**src/design/range_payload_pattern_checker_top_defines.svh**
```systemverilog
// assertion macros shared by the range payload pattern checker modules
`ifndef RANGE_PAYLOAD_PATTERN_CHECKER_TOP_DEFINES_SVH
`define RANGE_PAYLOAD_PATTERN_CHECKER_TOP_DEFINES_SVH

`ifndef SYNTHESIS
// property must hold at every clock edge outside reset
`define RPPC_ASSERT(name, clk, rstn, prop) \
  name: assert property (@(posedge clk) disable iff (!(rstn)) (prop)) \
    else $error("rppc assertion failed");
// condition must never be true outside reset
`define RPPC_ASSERT_NEVER(name, clk, rstn, cond) \
  name: assert property (@(posedge clk) disable iff (!(rstn)) !(cond)) \
    else $error("rppc forbidden condition seen");
`else
`define RPPC_ASSERT(name, clk, rstn, prop)
`define RPPC_ASSERT_NEVER(name, clk, rstn, cond)
`endif

`endif

```
**src/design/rppc_pkg.sv**
```systemverilog
// types, constants and codes of the range payload pattern checker
package rppc_pkg;

  // field and register widths
  localparam int OffW  = 26;
  localparam int LenW  = 27;
  localparam int CntW  = 27;
  localparam int PosW  = 28;
  localparam int DataW = 8;

  // largest object size, default of the top level parameter
  localparam int MaxObjectBytesDefault = 67108864;

  // splitmix64 finalizer constants
  localparam logic [63:0] HashGolden = 64'h9e3779b97f4a7c15;
  localparam logic [63:0] HashMul1   = 64'hbf58476d1ce4e5b9;
  localparam logic [63:0] HashMul2   = 64'h94d049bb133111eb;
  localparam int          HashShift1 = 30;
  localparam int          HashShift2 = 27;
  localparam int          HashShift3 = 31;

  // result codes
  typedef enum logic [1:0] {
    STATUS_OK       = 2'd0,
    STATUS_TOO_MANY = 2'd1,
    STATUS_TOO_FEW  = 2'd2,
    STATUS_MISMATCH = 2'd3
  } status_e;

  // register indexes
  typedef enum logic {
    REG_START_OFFSET    = 1'b0,
    REG_EXPECTED_LENGTH = 1'b1
  } reg_idx_e;

  // partial product selects of the shared multiplier
  typedef enum logic [1:0] {
    MUL_LL = 2'd0,
    MUL_LH = 2'd1,
    MUL_HL = 2'd2
  } mul_step_e;

  // input word
  typedef struct packed {
    logic [DataW-1:0] data_byte;
    logic             last;
  } in_word_t;

  // output word
  typedef struct packed {
    status_e         status;
    logic [CntW-1:0] bytes_received;
  } out_word_t;

  // controller to datapath commands
  typedef struct packed {
    logic      load;
    logic      mix;
    logic      round;
    logic      mul_en;
    mul_step_e mul_step;
    logic      check;
  } dp_cmd_t;

  // datapath to controller status
  typedef struct packed {
    logic last;
    logic out_busy;
  } dp_stat_t;

endpackage

```
**src/design/rppc_regs.sv**
```systemverilog
// apb configuration registers: start offset and expected length
module rppc_regs import rppc_pkg::*; (
  input  logic            clk_i,
  input  logic            rst_ni,
  input  logic            psel,
  input  logic            penable,
  input  logic            pwrite,
  input  logic [2:0]      paddr,
  input  logic [31:0]     pwdata,
  output logic [31:0]     prdata,
  output logic            pready,
  output logic [OffW-1:0] start_offset_o,
  output logic [LenW-1:0] expected_length_o
);

  logic [OffW-1:0] start_offset_q;
  logic [LenW-1:0] expected_length_q;
  reg_idx_e        idx;
  logic            wr_en;

  assign idx   = reg_idx_e'(paddr[2]);
  assign wr_en = psel && penable && pwrite;
  assign pready = 1'b1;

  // register writes
  always_ff @(posedge clk_i or negedge rst_ni) begin
    if (!rst_ni) begin
      start_offset_q    <= '0;
      expected_length_q <= LenW'(1);
    end else if (wr_en) begin
      case (idx)
        REG_START_OFFSET:    start_offset_q    <= pwdata[OffW-1:0];
        REG_EXPECTED_LENGTH: expected_length_q <= pwdata[LenW-1:0];
        default: ;
      endcase
    end
  end

  // read back
  always_comb begin
    case (idx)
      REG_START_OFFSET:    prdata = 32'(start_offset_q);
      REG_EXPECTED_LENGTH: prdata = 32'(expected_length_q);
      default:             prdata = '0;
    endcase
  end

  assign start_offset_o    = start_offset_q;
  assign expected_length_o = expected_length_q;

endmodule

```
**src/design/rppc_ctrl.sv**
```systemverilog
// sequencer for the two finalizer rounds and the per-byte check
`include "range_payload_pattern_checker_top_defines.svh"
module rppc_ctrl import rppc_pkg::*; (
  input  logic     clk_i,
  input  logic     rst_ni,
  input  logic     in_valid_i,
  output logic     in_ready_o,
  input  dp_stat_t stat_i,
  output dp_cmd_t  cmd_o
);

  typedef enum logic [2:0] {
    ST_IDLE,
    ST_MIX,
    ST_MUL_LL,
    ST_MUL_LH,
    ST_MUL_HL,
    ST_CHECK
  } state_e;

  state_e state_q;
  logic   round_q;
  logic   check_stall;

  // last byte while the result slot is still occupied by an earlier result
  assign check_stall = stat_i.last && stat_i.out_busy;

  // state and round
  always_ff @(posedge clk_i or negedge rst_ni) begin
    if (!rst_ni) begin
      state_q <= ST_IDLE;
      round_q <= 1'b0;
    end else begin
      case (state_q)
        ST_IDLE: begin
          if (in_valid_i) begin
            state_q <= ST_MIX;
            round_q <= 1'b0;
          end
        end
        ST_MIX:    state_q <= ST_MUL_LL;
        ST_MUL_LL: state_q <= ST_MUL_LH;
        ST_MUL_LH: state_q <= ST_MUL_HL;
        ST_MUL_HL: begin
          if (!round_q) begin
            round_q <= 1'b1;
            state_q <= ST_MIX;
          end else begin
            state_q <= ST_CHECK;
          end
        end
        ST_CHECK: begin
          if (!check_stall) begin
            state_q <= ST_IDLE;
          end
        end
        default: state_q <= ST_IDLE;
      endcase
    end
  end

  assign in_ready_o = (state_q == ST_IDLE);

  // datapath commands
  always_comb begin
    cmd_o          = '0;
    cmd_o.round    = round_q;
    cmd_o.mul_step = MUL_LL;
    case (state_q)
      ST_IDLE:   cmd_o.load = in_valid_i;
      ST_MIX:    cmd_o.mix = 1'b1;
      ST_MUL_LL: begin
        cmd_o.mul_en   = 1'b1;
        cmd_o.mul_step = MUL_LL;
      end
      ST_MUL_LH: begin
        cmd_o.mul_en   = 1'b1;
        cmd_o.mul_step = MUL_LH;
      end
      ST_MUL_HL: begin
        cmd_o.mul_en   = 1'b1;
        cmd_o.mul_step = MUL_HL;
      end
      ST_CHECK:  cmd_o.check = !check_stall;
      default: ;
    endcase
  end

  `RPPC_ASSERT(a_accept_starts_hash, clk_i, rst_ni,
               (state_q == ST_IDLE && in_valid_i) |=> (state_q == ST_MIX && !round_q))
  `RPPC_ASSERT(a_second_round_follows, clk_i, rst_ni,
               (state_q == ST_MUL_HL && !round_q) |=> (state_q == ST_MIX && round_q))
  `RPPC_ASSERT(a_check_waits_for_slot, clk_i, rst_ni,
               (state_q == ST_CHECK && check_stall) |=> (state_q == ST_CHECK))

endmodule

```
**src/design/rppc_dp.sv**
```systemverilog
// datapath: pattern hash on a shared 32x32 multiplier, count, flags, result
`include "range_payload_pattern_checker_top_defines.svh"
module rppc_dp import rppc_pkg::*; #(
  parameter int MaxObjectBytes = MaxObjectBytesDefault
) (
  input  logic            clk_i,
  input  logic            rst_ni,
  input  dp_cmd_t         cmd_i,
  output dp_stat_t        stat_o,
  input  in_word_t        in_data_i,
  input  logic [OffW-1:0] start_offset_i,
  input  logic [LenW-1:0] expected_length_i,
  output logic            out_valid_o,
  input  logic            out_ready_i,
  output out_word_t       out_data_o
);

  localparam int MaxW = $clog2(MaxObjectBytes + 1);
  localparam int CmpW = (MaxW > LenW) ? MaxW : LenW;
  localparam logic [CntW-1:0] CntMax = '1;

  logic [DataW-1:0] data_q;
  logic             last_q;
  logic [PosW-1:0]  pos_q;
  logic [63:0]      a_q;
  logic [63:0]      acc_q;
  logic [CntW-1:0]  count_q;
  logic             mis_q;
  logic             ovf_q;
  logic             out_valid_q;
  out_word_t        out_q;

  logic [63:0]      x0;
  logic [63:0]      mix_val;
  logic [63:0]      k;
  logic [31:0]      mul_a;
  logic [31:0]      mul_b;
  logic [63:0]      prod;
  logic [DataW-1:0] pattern;
  logic [CmpW-1:0]  len_ext;
  logic [CmpW-1:0]  eff_len;
  logic             in_range;
  logic             too_few;
  logic [CntW-1:0]  cnt_next;
  logic             mis_next;
  logic             ovf_next;
  status_e          status;

  // mixing step of either round
  always_comb begin
    x0 = 64'(pos_q) + HashGolden;
    if (cmd_i.round) begin
      mix_val = acc_q ^ (acc_q >> HashShift2);
    end else begin
      mix_val = x0 ^ (x0 >> HashShift1);
    end
  end

  // operand select of the shared multiplier
  always_comb begin
    k     = cmd_i.round ? HashMul2 : HashMul1;
    mul_a = a_q[31:0];
    mul_b = k[31:0];
    case (cmd_i.mul_step)
      MUL_LL: begin
        mul_a = a_q[31:0];
        mul_b = k[31:0];
      end
      MUL_LH: begin
        mul_a = a_q[31:0];
        mul_b = k[63:32];
      end
      MUL_HL: begin
        mul_a = a_q[63:32];
        mul_b = k[31:0];
      end
      default: ;
    endcase
  end

  assign prod = mul_a * mul_b;

  // pattern byte and length checks
  always_comb begin
    pattern  = acc_q[DataW-1:0] ^ acc_q[HashShift3 +: DataW];
    len_ext  = CmpW'(expected_length_i);
    eff_len  = (len_ext > CmpW'(MaxObjectBytes)) ? CmpW'(MaxObjectBytes) : len_ext;
    in_range = CmpW'(count_q) < eff_len;
    cnt_next = (count_q == CntMax) ? count_q : count_q + CntW'(1);
    too_few  = CmpW'(cnt_next) < eff_len;
    mis_next = mis_q || (in_range && (pattern != data_q));
    ovf_next = ovf_q || !in_range;
    if (ovf_next) begin
      status = STATUS_TOO_MANY;
    end else if (too_few) begin
      status = STATUS_TOO_FEW;
    end else if (mis_next) begin
      status = STATUS_MISMATCH;
    end else begin
      status = STATUS_OK;
    end
  end

  // hash operand registers, no reset needed
  always_ff @(posedge clk_i) begin
    if (cmd_i.load) begin
      data_q <= in_data_i.data_byte;
      last_q <= in_data_i.last;
      pos_q  <= PosW'(start_offset_i) + PosW'(count_q);
    end
    if (cmd_i.mix) begin
      a_q <= mix_val;
    end
    if (cmd_i.mul_en) begin
      case (cmd_i.mul_step)
        MUL_LL:  acc_q <= prod;
        default: acc_q[63:32] <= acc_q[63:32] + prod[31:0];
      endcase
    end
  end

  // transfer state
  always_ff @(posedge clk_i or negedge rst_ni) begin
    if (!rst_ni) begin
      count_q <= '0;
      mis_q   <= 1'b0;
      ovf_q   <= 1'b0;
    end else if (cmd_i.check) begin
      if (last_q) begin
        count_q <= '0;
        mis_q   <= 1'b0;
        ovf_q   <= 1'b0;
      end else begin
        count_q <= cnt_next;
        mis_q   <= mis_next;
        ovf_q   <= ovf_next;
      end
    end
  end

  // result register
  always_ff @(posedge clk_i or negedge rst_ni) begin
    if (!rst_ni) begin
      out_valid_q <= 1'b0;
    end else if (cmd_i.check && last_q) begin
      out_valid_q <= 1'b1;
    end else if (out_ready_i) begin
      out_valid_q <= 1'b0;
    end
  end

  always_ff @(posedge clk_i) begin
    if (cmd_i.check && last_q) begin
      out_q.status         <= status;
      out_q.bytes_received <= cnt_next;
    end
  end

  assign out_valid_o     = out_valid_q;
  assign out_data_o      = out_q;
  assign stat_o.last     = last_q;
  assign stat_o.out_busy = out_valid_q && !out_ready_i;

  `RPPC_ASSERT(a_last_clears_state, clk_i, rst_ni,
               (cmd_i.check && last_q) |=> (count_q == '0 && !ovf_q && !mis_q && out_valid_q))
  `RPPC_ASSERT(a_count_saturates, clk_i, rst_ni,
               (cmd_i.check && !last_q && count_q == CntMax) |=> (count_q == CntMax))
  `RPPC_ASSERT(a_overflow_latched, clk_i, rst_ni,
               (cmd_i.check && !last_q && !in_range) |=> ovf_q)
  `RPPC_ASSERT_NEVER(a_no_result_overwrite, clk_i, rst_ni,
                     cmd_i.check && last_q && out_valid_q && !out_ready_i)

endmodule

```
**src/design/range_payload_pattern_checker_top.sv**
```systemverilog
// Range payload pattern checker. Each accepted input word is one payload byte
// with a last flag; the block compares byte i of the transfer with the low byte
// of the splitmix64 finalizer of (start_offset + i) while i is below the
// expected length (clamped to MaxObjectBytes), and on the last byte returns one
// output word: status (too many, too few, mismatch, else ok; first match wins) and
// the saturating byte count. Each byte runs in order through the accept step,
// two finalizer rounds, each a mix step plus three partial products on one
// shared 32x32 multiplier, then a check step; ready stays low from an acceptance
// until that check step is done. A last byte waits in its check step only
// while the previous output word is still untaken. Registers: start_offset at
// 0x0, expected_length at 0x4 (reset 1); write them only between bytes. No
// clearing pass follows reset.
module range_payload_pattern_checker_top import rppc_pkg::*; #(
  parameter int MaxObjectBytes = MaxObjectBytesDefault
) (
  input  logic        clk_i,
  input  logic        rst_ni,
  input  logic        in_valid_i,
  output logic        in_ready_o,
  input  in_word_t    in_data_i,
  output logic        out_valid_o,
  input  logic        out_ready_i,
  output out_word_t   out_data_o,
  input  logic        psel,
  input  logic        penable,
  input  logic        pwrite,
  input  logic [2:0]  paddr,
  input  logic [31:0] pwdata,
  output logic [31:0] prdata,
  output logic        pready
);

  logic [OffW-1:0] start_offset;
  logic [LenW-1:0] expected_length;
  dp_cmd_t         cmd;
  dp_stat_t        stat;

  // configuration registers
  rppc_regs u_regs (
    .clk_i             (clk_i),
    .rst_ni            (rst_ni),
    .psel              (psel),
    .penable           (penable),
    .pwrite            (pwrite),
    .paddr             (paddr),
    .pwdata            (pwdata),
    .prdata            (prdata),
    .pready            (pready),
    .start_offset_o    (start_offset),
    .expected_length_o (expected_length)
  );

  // sequencer
  rppc_ctrl u_ctrl (
    .clk_i      (clk_i),
    .rst_ni     (rst_ni),
    .in_valid_i (in_valid_i),
    .in_ready_o (in_ready_o),
    .stat_i     (stat),
    .cmd_o      (cmd)
  );

  // hash, compare and result datapath
  rppc_dp #(
    .MaxObjectBytes (MaxObjectBytes)
  ) u_dp (
    .clk_i             (clk_i),
    .rst_ni            (rst_ni),
    .cmd_i             (cmd),
    .stat_o            (stat),
    .in_data_i         (in_data_i),
    .start_offset_i    (start_offset),
    .expected_length_i (expected_length),
    .out_valid_o       (out_valid_o),
    .out_ready_i       (out_ready_i),
    .out_data_o        (out_data_o)
  );

endmodule
```
**config.mk**
```make
export PLATFORM = sky130hd
export DESIGN_NAME = range_payload_pattern_checker_top
export DESIGN_NICKNAME = d
export VERILOG_FILES = /design/src/design/rppc_pkg.sv /design/src/design/rppc_regs.sv /design/src/design/rppc_ctrl.sv /design/src/design/rppc_dp.sv /design/src/design/range_payload_pattern_checker_top.sv
export VERILOG_INCLUDE_DIRS = /design/src /design/src/design
export SDC_FILE = /design/constraint.sdc
export NUM_CORES = 2
export LEC_CHECK = 0
export ABC_AREA = 1
export BUFFER_PORTS_ARGS = -buffer_cell sky130_fd_sc_hd__buf_2
export CAP_MARGIN = 10
export CORE_ASPECT_RATIO = 0.7
export CORE_MARGIN = 5
export CORE_UTILIZATION = 40
export CTS_CLUSTER_SIZE = 30
export DETAILED_ROUTE_END_ITERATION = 7
export PLACE_DENSITY = 0.65
export SYNTH_ARGS = -nofsm -noshare
export SYNTH_HDL_FRONTEND = slang
export SYNTH_SLANG_ARGS = --single-unit
export TNS_END_PERCENT = 50
```
**constraint.sdc**
```tcl
create_clock -name clk_i -period 11.4 [get_ports clk_i]
set_clock_uncertainty 0.2 [all_clocks]
set_input_delay 0.57 -clock clk_i [delete_from_list [all_inputs] [get_ports clk_i]]
set_output_delay 0.57 -clock clk_i [all_outputs]
set_load 0.1 [all_outputs]
```
==> flow_metrics.py <==
metrics = {
    "cells_and_area": {
        "area_growth_pct": 9.47,
        "drive_gt1_share_pct": 8.55,
        "diodes": 0,
        "nets": 6999,
    },
    "timing": {
        "period_minus_slack_ps": 10390,
        "setup_viol": 0,
        "hold_violations": 0,
        "period_share_pct": 91.1,
        "rsz0062_at_grt": "false",
        "tns_ps": 0,
        "drv_slew": 0,
        "worst_slew_pin_slew_ps": 1290,
        "maxClockFrequency_ghz": 0.0963,
        "hold_ws_ps": 62.8,
        "slew_headroom_pct": 13.0,
    },
    "floorplanning": {
        "core-area_mm2": 0.117,
        "dieArea_mm2": 0.126,
        "io_pins": 115,
        "die_width_um": 421,
        "die_h_um": 298,
        "row_count": 105,
        "start_util_pct": 40.3,
    },
    "synth": {
        "syn_area_mm2": 0.0474,
        "yosysTopAreaCellShare_pct": 34.7,
        "seq_area_frac_synth_pct": 16.9,
        "synthXorXnorAreaFrac_pct": 2.57,
        "syn_avg_cell_area_um2": 8.70,
        "synth_common_cells": "1,297 x inv_1, 821 x fa_1, 797 x nand2_1",
        "yosysTopAreaCell": "fa_1",
        "ys.flop_type": "edfxtp_1",
        "synthMuxAreaShare_pct": 0.0211,
        "yosys-top-cells-area": "fa_1 35%, edfxtp_1 12%, ha_1 12%, inv_1 10%, nand2_1 6.3%",
        "ys_ff_latch": 281,
        "synth-simple-area-share_pct": 15.1,
        "yosysMostFrequentCell": "inv_1",
        "synth_edf_count": 194,
        "synth_top_family_by_area": "adder cells",
        "synthAdderAreaFrac_pct": 46.6,
        "yosysUniqueCellTypes": 69,
        "postSynthCellCount": 5445,
        "yosys_warnings": 0,
        "synthArstFlopShare_pct": 31.0,
        "synth_compound_area_share_pct": 7.25,
    },
    "placement": {
        "io_buffers": 101,
        "gp_congestion": 1.03,
        "dp_hpwl_mm": 154,
    },
    "cts": {
        "cts.clk_slew.worst_paths_ps": 70,
        "cts_buffers": 26,
        "cts-root-buf": "clkbuf_16",
        "cts_tree": "done",
        "h-tree-depth": 1,
        "cts.path.max_buffers": 3,
        "cts_sinks": 281,
        "clk_latency_ps": 590,
    },
    "critical_path": {
        "cp.arrival_ps": 10520,
        "crit_type": "reg -> reg",
        "startpoint_type": "flip-flop",
        "cp_common_cell": "nand2_1",
        "cp.required_ps": 11540,
        "worstSetupEndpointType": "flip-flop",
        "crit_slowest_cell": "ha_1",
        "max_stage_delay_ps": 870,
        "crit_fanout": 17,
    },
    "route": {
        "first_iter_violations": 4388,
        "drc_errors": 0,
        "via_count": 38500,
        "drt-total-wl_mm": 176,
        "firstDrtPassIters": 6,
        "wl_per_cell_um": 24.3,
        "detail-route-antenna-nets": 0,
        "vias_per_cell": 5.31,
    },
    "global_routing": {
        "antenna_found_initial": 3,
        "grt_pass1_vias": 37600,
        "grt_pass1_wl_mm": 259,
        "grt_start_max_net_pins": 66,
        "track_usage_pct": 27.9,
        "gr-total-overflow": 0,
    },
    "worst_hold_path": {
        "hp-class": "in -> reg",
    },
    "status": {
        "status": "completed",
    },
    "run": {
        "maxCapViolCount": 0,
    },
}
timing repair:
action | CTS | global route
setup buffers | 0 | 0
resized for setup | 0 | 0
hold buffers | 10 | 0
hold endpoints to repair | 42 | 0
layout by cell type (no fill, tap or decap), types with 48 or more instances in the layout:
master and n:
inv_1 1297, fa_1 821, nand2_1 797, nor2_1 599, ha_1 449, o21ai_0 225, buf_4 214, edfxtp_1 194
a21oi_1 186, nand3_1 123, buf_2 100, xor2_1 90, dfrtp_1 85, or2_2 48
critical path: cells and delay by family, from the launching register on:
| family | cells | cell delay (ps) |
|---|---|---|
| adder cells (fa/ha/maj) | 11 | 5370 |
| AO/OA/AOI/OAI | 5 | 1030 |
| flip-flops | 1 | 440 |
| AND/OR/NAND/NOR | 13 | 1650 |
| XOR/XNOR | 1 | 230 |
| buffers and inverters | 8 | 1210 |
per-stage QoR:
stage               worst slack [ps]  util (%)  cell area (µm²)  instances
CTS                             1110      44.1            51900       7247
floorplan                       2200         -            47400       5449
global placement                1220      43.3            50900       7190
finish                          1010      44.1            51900       7247
detailed placement              1130      43.3            50900       7190
global route                     519      44.1            51900       7247
state kept, by name (all words and copies together) (netlist names):
register                  flops
u_dp.last_q                   1
u_regs.start_offset_o        26
u_dp.a_q                     64
u_ctrl.round_q                1
u_dp.acc_q                   64
u_regs.expected_length_o     27
u_dp.mis_q                    1
u_dp.pos_q                   28
u_ctrl.state_q                3
u_dp.ovf_q                    1
u_dp.data_q                   8
u_dp.count_q                 27
u_dp.out_valid_o              1
u_dp.out_data_o              29
final timing paths:
kind                       slack [ps]               from                         to  depth (start not counted)
max in group asynchronous        9510             rst_ni             u_ctrl.round_q                          3
min                                60         pwdata[17]  u_regs.start_offset_o[17]                          3
min in group asynchronous         300             rst_ni  u_regs.start_offset_o[16]                          2
min reg2reg                       300         u_dp.ovf_q                 u_dp.ovf_q                          2
max                              1010  u_ctrl.state_q[1]             u_dp.acc_q[63]                         38
max reg2reg                      1010  u_ctrl.state_q[1]             u_dp.acc_q[63]                         38
kinds of logic after synthesis:
logic type / count (synthesis)
AO/OA/AOI/OAI: 597
XOR/XNOR: 138
adder cells (fa/ha/maj): 1271
buffers and inverters: 1430
flip-flops: 281
multiplexers: 1
other: 2
AND/OR/NAND/NOR: 1725
routing by layer:
metal | up-vias | global-route usage (%) | wire length (µm)
li1 | 17100 | - | -
met1 | 19100 | 45.5 | 83400
met2 | 2087 | 34.1 | 62600
met3 | 129 | 11.5 | 27400
met4 | 2 | 3.28 | 2470
met5 | - | 0 | 8
layout make-up:
class / instances / area (µm²)
timing repair buffer: 325 / 2230
clock buffer: 33 / 698
multi-input combinational: 3738 / 33900
tap: 1551 / 1940
clock inverter: 14 / 149
fill: 11700 / 65600
inverter: 1305 / 4900
sequential: 281 / 8010
Power is not shown: default switching activity piles up to over one toggle a cycle in this logic, so the estimate is an artifact.
